<file path="config.mk">
export PLATFORM = sky130hd
export DESIGN_NAME = differential_drive_mixer
export DESIGN_NICKNAME = d
export VERILOG_FILES = /design/src/rtl/ddm_pkg.sv /design/src/rtl/ddm_front.sv /design/src/rtl/ddm_blend.sv /design/src/rtl/ddm_scale.sv /design/src/rtl/differential_drive_mixer.sv
export SDC_FILE = /design/constraint.sdc
export NUM_CORES = 1
export LEC_CHECK = 0
export ABC_AREA = 1
export BUFFER_PORTS_ARGS = -buffer_cell sky130_fd_sc_hd__buf_2
export CAP_MARGIN = 20
export CORE_MARGIN = 3
export CORE_UTILIZATION = 60
export DETAILED_ROUTE_END_ITERATION = 8
export GPL_TIMING_DRIVEN = 0
export PLACE_DENSITY = 0.77
export SYNTH_ARGS = -nofsm -noshare
export SYNTH_HDL_FRONTEND = slang
export SYNTH_SLANG_ARGS = --single-unit
</file>
<file path="constraint.sdc">
create_clock -name clk -period 6.5 [get_ports clk]
set_clock_uncertainty 0.1 [all_clocks]
set_input_delay 0.325 -clock clk [delete_from_list [all_inputs] [get_ports clk]]
set_output_delay 0.325 -clock clk [all_outputs]
set_load 0.05 [all_outputs]
</file>
<file path="src/rtl/ddm_pkg.sv">
// Shared types and constants for the differential drive mixer.
// No dependencies; every other rtl file refers to this package by scoped name.
`timescale 1ns / 1ps

package ddm_pkg;

  // drive magnitude at 100 percent
  localparam logic [6:0] FULL_SCALE = 7'd127;
  localparam logic [6:0] SPEED_MAX  = 7'd100;

  // blend slope 2.222 in Q16
  localparam logic signed [18:0] BLEND_Q16 = 19'sd145621;

  // floor(n / 100) == (n * 5243) >> 19 for n below 43699
  localparam logic [12:0]  RECIP_100   = 13'd5243;
  localparam int unsigned  RECIP_SHIFT = 19;

  typedef enum logic [3:0] {
    REG_NONE,
    REG_FWD,     // heading 90
    REG_Q1,      // 0 < a < 90, right wheel blended
    REG_SPIN_R,  // heading 0 or 360
    REG_Q2,      // 90 < a < 180, left wheel blended
    REG_SPIN_L,  // heading 180
    REG_Q3,      // 180 < a < 270, right wheel blended
    REG_REV,     // heading 270
    REG_Q4       // 270 < a < 360, left wheel blended
  } region_t;

  typedef enum logic [1:0] {
    ACT_BRAKE = 2'd0,
    ACT_FWD   = 2'd1,
    ACT_REV   = 2'd2
  } action_t;

  typedef struct packed {
    logic [6:0] brake;
    logic [6:0] speed;
    region_t    region;
  } ctx_t;

  // load enables, one per pipeline stage
  typedef struct packed {
    logic s1;
    logic s2;
    logic s3;
    logic s4;
    logic s5;
    logic s6;
    logic s7;
  } pipe_en_t;

  typedef struct packed {
    action_t            action;
    logic [6:0]         level;
    logic signed [7:0]  speed;
  } wheel_t;

endpackage

</file>
<file path="src/rtl/ddm_front.sv">
// Front end: heading fold, region decode, speed clamp and the blend product (stages 1-3).
// Depends on ddm_pkg.
`timescale 1ns / 1ps

module ddm_front (
  input  logic                clk,
  input  ddm_pkg::pipe_en_t   en,
  input  logic [6:0]          brake_level,
  input  logic [6:0]          speed_percent,
  input  logic signed [9:0]   heading_deg,
  output ddm_pkg::ctx_t       ctx,
  output logic signed [31:0]  prod
);

  logic signed [10:0] ang;
  logic [6:0]         v_sat;
  ddm_pkg::region_t   region;
  logic signed [6:0]  dsel;

  ddm_pkg::ctx_t      ctx1_r, ctx2_r, ctx3_r;
  logic signed [6:0]  ds1_r;
  logic signed [14:0] p2_r, p_nxt;
  logic signed [31:0] q3_r, q_nxt;

  always_comb begin
    ang = 11'(heading_deg);
    if (heading_deg < 10'sd0) begin
      ang = ang + 11'sd360;
    end
    v_sat = (speed_percent > ddm_pkg::SPEED_MAX) ? ddm_pkg::SPEED_MAX : speed_percent;

    // dsel already carries the blend sign
    region = ddm_pkg::REG_NONE;
    dsel   = '0;
    if (ang == 11'sd90) begin
      region = ddm_pkg::REG_FWD;
    end else if (ang > 11'sd0 && ang < 11'sd90) begin
      region = ddm_pkg::REG_Q1;
      dsel   = 7'(ang - 11'sd45);
    end else if (ang == 11'sd0 || ang == 11'sd360) begin
      region = ddm_pkg::REG_SPIN_R;
    end else if (ang > 11'sd90 && ang < 11'sd180) begin
      region = ddm_pkg::REG_Q2;
      dsel   = 7'(11'sd135 - ang);
    end else if (ang == 11'sd180) begin
      region = ddm_pkg::REG_SPIN_L;
    end else if (ang > 11'sd180 && ang < 11'sd270) begin
      region = ddm_pkg::REG_Q3;
      dsel   = 7'(11'sd225 - ang);
    end else if (ang == 11'sd270) begin
      region = ddm_pkg::REG_REV;
    end else if (ang > 11'sd270 && ang < 11'sd360) begin
      region = ddm_pkg::REG_Q4;
      dsel   = 7'(ang - 11'sd315);
    end
  end

  always_ff @(posedge clk) begin
    if (en.s1) begin
      ctx1_r <= '{brake: brake_level, speed: v_sat, region: region};
      ds1_r  <= dsel;
    end
  end

  assign p_nxt = $signed({1'b0, ctx1_r.speed}) * ds1_r;

  always_ff @(posedge clk) begin
    if (en.s2) begin
      ctx2_r <= ctx1_r;
      p2_r   <= p_nxt;
    end
  end

  assign q_nxt = p2_r * ddm_pkg::BLEND_Q16;

  always_ff @(posedge clk) begin
    if (en.s3) begin
      ctx3_r <= ctx2_r;
      q3_r   <= q_nxt;
    end
  end

  assign ctx  = ctx3_r;
  assign prod = q3_r;

endmodule

</file>
<file path="src/rtl/ddm_blend.sv">
// Blend ceiling division and wheel speed selection (stages 4-5).
// Depends on ddm_pkg.
`timescale 1ns / 1ps

module ddm_blend (
  input  logic               clk,
  input  ddm_pkg::pipe_en_t  en,
  input  ddm_pkg::ctx_t      ctx,
  input  logic signed [31:0] prod,
  output logic [6:0]         brake,
  output logic signed [7:0]  left_speed,
  output logic signed [7:0]  right_speed
);

  logic signed [31:0] sum, ysh;
  logic signed [15:0] y;
  logic [15:0]        ymag;
  logic [13:0]        n_nxt, n4_r;
  logic               neg4_r;
  ddm_pkg::ctx_t      ctx4_r;

  logic [26:0]        mul5;
  logic [6:0]         quot;
  logic signed [7:0]  bl, v, ls_nxt, rs_nxt;
  logic signed [7:0]  ls5_r, rs5_r;
  logic [6:0]         brake5_r;

  // ceil over the Q16 scale first, then ceil over 100
  always_comb begin
    sum  = prod + 32'sd65535;
    ysh  = sum >>> 16;
    y    = ysh[15:0];
    ymag = y[15] ? 16'(-y) : 16'(y);
    n_nxt = y[15] ? ymag[13:0] : ymag[13:0] + 14'd99;
  end

  always_ff @(posedge clk) begin
    if (en.s4) begin
      ctx4_r <= ctx;
      n4_r   <= n_nxt;
      neg4_r <= y[15];
    end
  end

  always_comb begin
    mul5 = 27'(n4_r) * 27'(ddm_pkg::RECIP_100);
    quot = mul5[ddm_pkg::RECIP_SHIFT +: 7];
    bl   = neg4_r ? -$signed({1'b0, quot}) : $signed({1'b0, quot});
    v    = $signed({1'b0, ctx4_r.speed});
    case (ctx4_r.region)
      ddm_pkg::REG_FWD: begin
        ls_nxt = v;  rs_nxt = v;
      end
      ddm_pkg::REG_Q1: begin
        ls_nxt = v;  rs_nxt = bl;
      end
      ddm_pkg::REG_SPIN_R: begin
        ls_nxt = v;  rs_nxt = -v;
      end
      ddm_pkg::REG_Q2: begin
        ls_nxt = bl; rs_nxt = v;
      end
      ddm_pkg::REG_SPIN_L: begin
        ls_nxt = -v; rs_nxt = v;
      end
      ddm_pkg::REG_Q3: begin
        ls_nxt = -v; rs_nxt = bl;
      end
      ddm_pkg::REG_REV: begin
        ls_nxt = -v; rs_nxt = -v;
      end
      ddm_pkg::REG_Q4: begin
        ls_nxt = bl; rs_nxt = -v;
      end
      default: begin
        ls_nxt = '0; rs_nxt = '0;
      end
    endcase
  end

  always_ff @(posedge clk) begin
    if (en.s5) begin
      ls5_r    <= ls_nxt;
      rs5_r    <= rs_nxt;
      brake5_r <= ctx4_r.brake;
    end
  end

  assign brake       = brake5_r;
  assign left_speed  = ls5_r;
  assign right_speed = rs5_r;

endmodule

</file>
<file path="src/rtl/ddm_scale.sv">
// One wheel: scale percent to full scale, truncate, form action/level/speed (stages 6-7).
// Depends on ddm_pkg.
`timescale 1ns / 1ps

module ddm_scale (
  input  logic               clk,
  input  ddm_pkg::pipe_en_t  en,
  input  logic [6:0]         brake,
  input  logic signed [7:0]  speed_in,
  output ddm_pkg::wheel_t    wheel
);

  logic [6:0]       mag;
  logic [13:0]      prod_nxt, prod6_r;
  logic             neg6_r;
  logic [6:0]       brake6_r;

  logic [26:0]      mul7;
  logic [6:0]       sc;
  ddm_pkg::wheel_t  wheel_nxt, wheel_r;

  always_comb begin
    mag      = speed_in[7] ? 7'(-speed_in) : speed_in[6:0];
    prod_nxt = 14'(mag) * 14'(ddm_pkg::FULL_SCALE);
  end

  always_ff @(posedge clk) begin
    if (en.s6) begin
      prod6_r  <= prod_nxt;
      neg6_r   <= speed_in[7];
      brake6_r <= brake;
    end
  end

  always_comb begin
    mul7 = 27'(prod6_r) * 27'(ddm_pkg::RECIP_100);
    sc   = mul7[ddm_pkg::RECIP_SHIFT +: 7];
    if (brake6_r != 7'd0) begin
      wheel_nxt = '{action: ddm_pkg::ACT_BRAKE, level: brake6_r, speed: 8'sd0};
    end else if (sc == 7'd0) begin
      wheel_nxt = '{action: ddm_pkg::ACT_BRAKE, level: 7'd0, speed: 8'sd0};
    end else if (neg6_r) begin
      wheel_nxt = '{action: ddm_pkg::ACT_REV, level: sc, speed: -$signed({1'b0, sc})};
    end else begin
      wheel_nxt = '{action: ddm_pkg::ACT_FWD, level: sc, speed: $signed({1'b0, sc})};
    end
  end

  always_ff @(posedge clk) begin
    if (en.s7) begin
      wheel_r <= wheel_nxt;
    end
  end

  assign wheel = wheel_r;

endmodule

</file>
<file path="src/rtl/differential_drive_mixer.sv">
// Differential drive mixer top level: stream handshake, stage valids, datapath instances.
// Depends on ddm_pkg, ddm_front, ddm_blend, ddm_scale.
//
//  channel | dir | width | contents (low bit first)
//  in_     | in  |  24   | brake_level[6:0], speed_percent[13:7], heading_deg[23:14]
//  out_    | out |  40   | left action/level/speed, right action/level/speed, zero pad
//
// Seven register stages, s1 through s7.
// One word per cycle sustained while the output is not held off: every stage is a plain
// register, the blend multiply and the two reciprocal divides each own a stage.
// rst_n (synchronous) clears the stage valid bits only; payload is not reset.
// A stage loads when it is empty or the stage after it moves, so bubbles close
// up under a stalled output and no word is lost or repeated.
`timescale 1ns / 1ps

module differential_drive_mixer (
  input  logic        clk,
  input  logic        rst_n,
  input  logic        in_tvalid,
  output logic        in_tready,
  input  logic [23:0] in_tdata,   // brake_level, speed_percent, heading_deg
  output logic        out_tvalid,
  input  logic        out_tready,
  output logic [39:0] out_tdata   // left_action, left_level, left_speed,
                                  // right_action, right_level, right_speed, pad
);

  localparam int unsigned NSTG = 7;

  logic [NSTG-1:0]    vld_r, vld_nxt, rdy, up_vld;
  ddm_pkg::pipe_en_t  en;

  ddm_pkg::ctx_t      ctx;
  logic signed [31:0] prod;
  logic [6:0]         brake;
  logic signed [7:0]  ls, rs;
  ddm_pkg::wheel_t    lw, rw;

  always_comb begin
    rdy[NSTG-1] = !vld_r[NSTG-1] || out_tready;
    for (int i = NSTG - 2; i >= 0; i--) begin
      rdy[i] = !vld_r[i] || rdy[i+1];
    end
    up_vld  = {vld_r[NSTG-2:0], in_tvalid};
    vld_nxt = (rdy & up_vld) | (~rdy & vld_r);
  end

  always_ff @(posedge clk) begin
    if (!rst_n) begin
      vld_r <= '0;
    end else begin
      vld_r <= vld_nxt;
    end
  end

  assign en = '{s1: rdy[0], s2: rdy[1], s3: rdy[2], s4: rdy[3],
                s5: rdy[4], s6: rdy[5], s7: rdy[6]};

  ddm_front u_front (
    .clk           (clk),
    .en            (en),
    .brake_level   (in_tdata[6:0]),
    .speed_percent (in_tdata[13:7]),
    .heading_deg   ($signed(in_tdata[23:14])),
    .ctx           (ctx),
    .prod          (prod)
  );

  ddm_blend u_blend (
    .clk         (clk),
    .en          (en),
    .ctx         (ctx),
    .prod        (prod),
    .brake       (brake),
    .left_speed  (ls),
    .right_speed (rs)
  );

  ddm_scale u_scale_l (
    .clk      (clk),
    .en       (en),
    .brake    (brake),
    .speed_in (ls),
    .wheel    (lw)
  );

  ddm_scale u_scale_r (
    .clk      (clk),
    .en       (en),
    .brake    (brake),
    .speed_in (rs),
    .wheel    (rw)
  );

  assign in_tready  = rdy[0];
  assign out_tvalid = vld_r[NSTG-1];
  assign out_tdata  = {6'd0,
                       rw.speed, rw.level, rw.action,
                       lw.speed, lw.level, lw.action};

endmodule

</file>
==> flow_metrics.tcl <==
set metrics [dict create \
    status "finished clean" \
    synth-edff-count 235 \
    ant_nets 0 \
    path_class "register to register" \
    fin_crit_sh_pct 91.64 \
    critical_path_maximum_fanout 9 \
    max_cap_violation_count 0 \
    arrival_ns 6.16 \
    routedWlPerCell_um 14.56 \
    ys_warnings 0 \
    die_outline_area_sq_um 53370 \
    finalWorstPathRequiredPeriod_ns 5.957 \
    synth_cells 3272 \
    grt_usage_pct 23.07 \
    grt_start_max_net_pins 49 \
    worst_hold_check_slack_ns 0.2416 \
    achievable-frequency_mhz 167.9 \
    worst_hold_path_type "input port to register" \
    globalplace.congestion 0.9023 \
    clock_transition_at_path_regs_ns 0.06 \
    tritoncts "yes" \
    cell_rows 81 \
    required_ns 6.70 \
    die_h_um 231.0 \
    routed_wirelength_mm 59.38 \
    final-setup-viol-count 0 \
    grt_first_pass_wirelength_mm 102.0 \
    clkLatencyLatePin_ns 0.58 \
    grt_pass1_vias 21880 \
    post-dp-hpwl_mm 49.92 \
    first_iteration_detailed_routing_drc_count 977 \
    synthesis.area_per_instance_sq_um 9.285 \
    synthDistinctLibCells 52 \
    htree_num_levels 1 \
    finalSetupTns_ns 0 \
    routed_via_density 5.217 \
    cts_buffers 28 \
    drtPass1Iterations 7 \
    final_hold_viol_count 0 \
    detail_route.drc_violations 0 \
    post-place-ws_ns 0.4915 \
    core_area_sq_um 49460 \
    startpoint_type "register" \
    fill_cells 3928 \
    synth_flop_cell "sky130_fd_sc_hd__edfxtp_1" \
    ios 70 \
    drive_above_1_share_pct 5.067 \
    clockRootBuffer "sky130_fd_sc_hd__clkbuf_16" \
    grt_antenna_before_repair 0 \
    route.vias.total 21270 \
    timing.max_slew.rel_slack_pct 35.51 \
    insertedDiodeCount 0 \
    post_cts_resize_count 0 \
    buffer_ports.inserted 63 \
    synth_top_area_share_pct 23.23 \
    synth_top_cell_by_area "sky130_fd_sc_hd__edfxtp_1" \
    setup_ws_ns 0.5432 \
    post_synth_instance_area_sq_um 30380 \
    die_w_um 231.0 \
    postSynthRegisterBits 242 \
    grt_setup_unrepaired "no" \
    worstMarginPinSlew_ns 0.9663 \
    ys_top_cells_by_area "sky130_fd_sc_hd__edfxtp_1 (23%), sky130_fd_sc_hd__ha_1 (22%), sky130_fd_sc_hd__fa_1 (21%), sky130_fd_sc_hd__inv_1 (10%), sky130_fd_sc_hd__nand2_1 (5.6%)" \
    flow.area_growth_from_synthesis_pct 8.258 \
    overflow 0 \
    clk_path_buf_depth 3 \
    ys_seq_area_share_pct 23.69 \
    synth-async-reset-ratio_pct 0 \
    cts_num_sinks 242 \
    final_net_count 4284 \
    floorplan.initialDensity_pct 61.42 \
    finalMaxSlewViolations 0 \
    endpoint_kind "register" \
]
-- path summary, 6_finish.rpt --
path,startpoint,endpoint,slack [ns],depth (start not counted)
min,in_tdata[15],u_front.ds1_r[1],0.24,4
max,u_scale_l.prod6_r[8],u_scale_l.wheel[8],0.54,24
min reg2reg,u_front.ctx[4],u_blend.ctx4_r[4],0.32,0
max reg2reg,u_scale_l.prod6_r[8],u_scale_l.wheel[8],0.54,24
-- layout by cell type, fill, tap and decap left out, drive strengths merged --
master         n
nand3b        11
and2           6
xor2          99
a32o           1
clkinvlp       1
or2           13
o22ai          4
o221ai         3
a21o          14
a2111oi        1
o21bai        11
a31oi         16
bufinv         7
xnor2         35
o32ai          3
clkinv         6
a21boi         2
a21oi        134
o31ai         11
o21a           2
nand4         39
clkbuf        43
nor3          33
nand3        122
conb           6
o21ai         97
nor2         178
buf           81
ha           540
nand2        469
a22oi          3
edfxtp       235
fa           324
dfxtp          7
o211ai         8
dlygate4sd3   17
nor4           8
o41ai          1
inv          823
-- cell type report --
type / instances / area, sq um / area share (%)
Sequential cell: 242 / 7197 / 21.88
Inverter: 822 / 3085 / 9.382
Multi-Input combinational cell: 2194 / 20000 / 60.81
Clock inverter: 15 / 289.0 / 0.8788
Timing Repair Buffer: 85 / 615.6 / 1.872
Buffer: 19 / 116.4 / 0.3538
Tap cell: 664 / 830.8 / 2.526
Clock buffer: 37 / 754.5 / 2.294
-- state kept, by name, indices dropped and copies added (netlist names), 15 cells and up, named ones only --
signal / count
u_front.ctx2_r: 18
u_scale_l.wheel: 17
u_blend.ctx4_r: 18
u_scale_r.wheel: 17
u_front.p2_r: 15
u_front.ctx: 18
u_front.prod: 32
u_front.ctx1_r: 18
-- logic make-up after synthesis --
group / count (synthesis) / synth area share (%)
flip-flops: 242 / 23.69
other: 1 / 0.01234
XOR/XNOR: 134 / 3.913
AND/OR/NAND/NOR: 879 / 12.48
buffers and inverters: 841 / 10.54
adder cells (fa/ha/maj): 864 / 43.59
AO/OA/AOI/OAI: 311 / 5.779
-- metal layers --
metal | global-route usage [%] | vias up | part of all wire [%]
met5 | 0 | - | 0
met4 | 5.210 | 0 | 2.4
met3 | 2.163 | 96 | 3.4
met2 | 42.63 | 400 | 51
met1 | 29.42 | 10100 | 43
li1 | - | 10670 | -
-- stage by stage --
step | util, % | instances | cell area, sq um
2_1_floorplan | - | 3277 | 30400
3_3_place_gp | 63.78 | 4004 | 31540
3_5_place_dp | 63.99 | 4008 | 31650
4_1_cts | 66.44 | 4077 | 32860
5_1_grt | 66.50 | 4078 | 32890
6_report | 66.50 | 4078 | 32890
-- Yosys cell counts (2+ instances only) --
library cell	count
sky130_fd_sc_hd__nor2_1	172
sky130_fd_sc_hd__o31ai_1	11
sky130_fd_sc_hd__xor2_1	98
sky130_fd_sc_hd__fa_1	324
sky130_fd_sc_hd__o21bai_1	11
sky130_fd_sc_hd__edfxtp_1	235
sky130_fd_sc_hd__buf_6	2
sky130_fd_sc_hd__o22ai_1	4
sky130_fd_sc_hd__nand2_1	456
sky130_fd_sc_hd__a22oi_1	3
sky130_fd_sc_hd__or2_1	2
sky130_fd_sc_hd__o21a_1	2
sky130_fd_sc_hd__o221ai_1	3
sky130_fd_sc_hd__nand3b_1	11
sky130_fd_sc_hd__xnor2_1	34
sky130_fd_sc_hd__nor2_2	6
sky130_fd_sc_hd__o21ai_1	4
sky130_fd_sc_hd__o21ai_0	91
sky130_fd_sc_hd__nand3_2	5
sky130_fd_sc_hd__nand3_1	117
sky130_fd_sc_hd__o211ai_1	8
sky130_fd_sc_hd__or2_2	11
sky130_fd_sc_hd__nand4_1	38
sky130_fd_sc_hd__inv_1	817
sky130_fd_sc_hd__buf_4	7
sky130_fd_sc_hd__a21o_1	14
sky130_fd_sc_hd__a31oi_1	16
sky130_fd_sc_hd__o21ai_2	2
sky130_fd_sc_hd__dfxtp_1	7
sky130_fd_sc_hd__inv_2	4
sky130_fd_sc_hd__buf_2	3
sky130_fd_sc_hd__and2_1	6
sky130_fd_sc_hd__clkbuf_1	6
sky130_fd_sc_hd__o32ai_1	3
sky130_fd_sc_hd__nor3_1	32
sky130_fd_sc_hd__a21oi_1	133
sky130_fd_sc_hd__nor4_1	8
sky130_fd_sc_hd__nand2_2	13
sky130_fd_sc_hd__ha_1	540
-- critical path: stages, from the launching register on --
cell and delay, ns:
sky130_fd_sc_hd__edfxtp_1 0.57, sky130_fd_sc_hd__ha_1 0.39, sky130_fd_sc_hd__inv_1 0.06, sky130_fd_sc_hd__fa_1 0.53, sky130_fd_sc_hd__inv_1 0.07, sky130_fd_sc_hd__fa_1 0.50
sky130_fd_sc_hd__inv_1 0.05, sky130_fd_sc_hd__fa_1 0.48, sky130_fd_sc_hd__fa_1 0.55, sky130_fd_sc_hd__inv_1 0.04, sky130_fd_sc_hd__ha_1 0.33, sky130_fd_sc_hd__nand2_1 0.07
sky130_fd_sc_hd__nand2_1 0.07, sky130_fd_sc_hd__a31oi_1 0.25, sky130_fd_sc_hd__nand2_1 0.10, sky130_fd_sc_hd__nand3_1 0.07, sky130_fd_sc_hd__nand2_1 0.06, sky130_fd_sc_hd__or2_2 0.27
sky130_fd_sc_hd__nand2_1 0.16, sky130_fd_sc_hd__ha_1 0.20, sky130_fd_sc_hd__nand3_1 0.13, sky130_fd_sc_hd__nor2_1 0.14, sky130_fd_sc_hd__nand3b_1 0.17, sky130_fd_sc_hd__nand2_2 0.21
sky130_fd_sc_hd__o21ai_0 0.09
-- what timing repair did --
item                                   CTS  global route
endpoints found under the hold margin   17             0
hold buffers                            17             0
setup buffers                            0             0
Power is left out: the tool's default activity adds up to more than one toggle a clock period on the data nets, which glitch-free logic cannot reach.
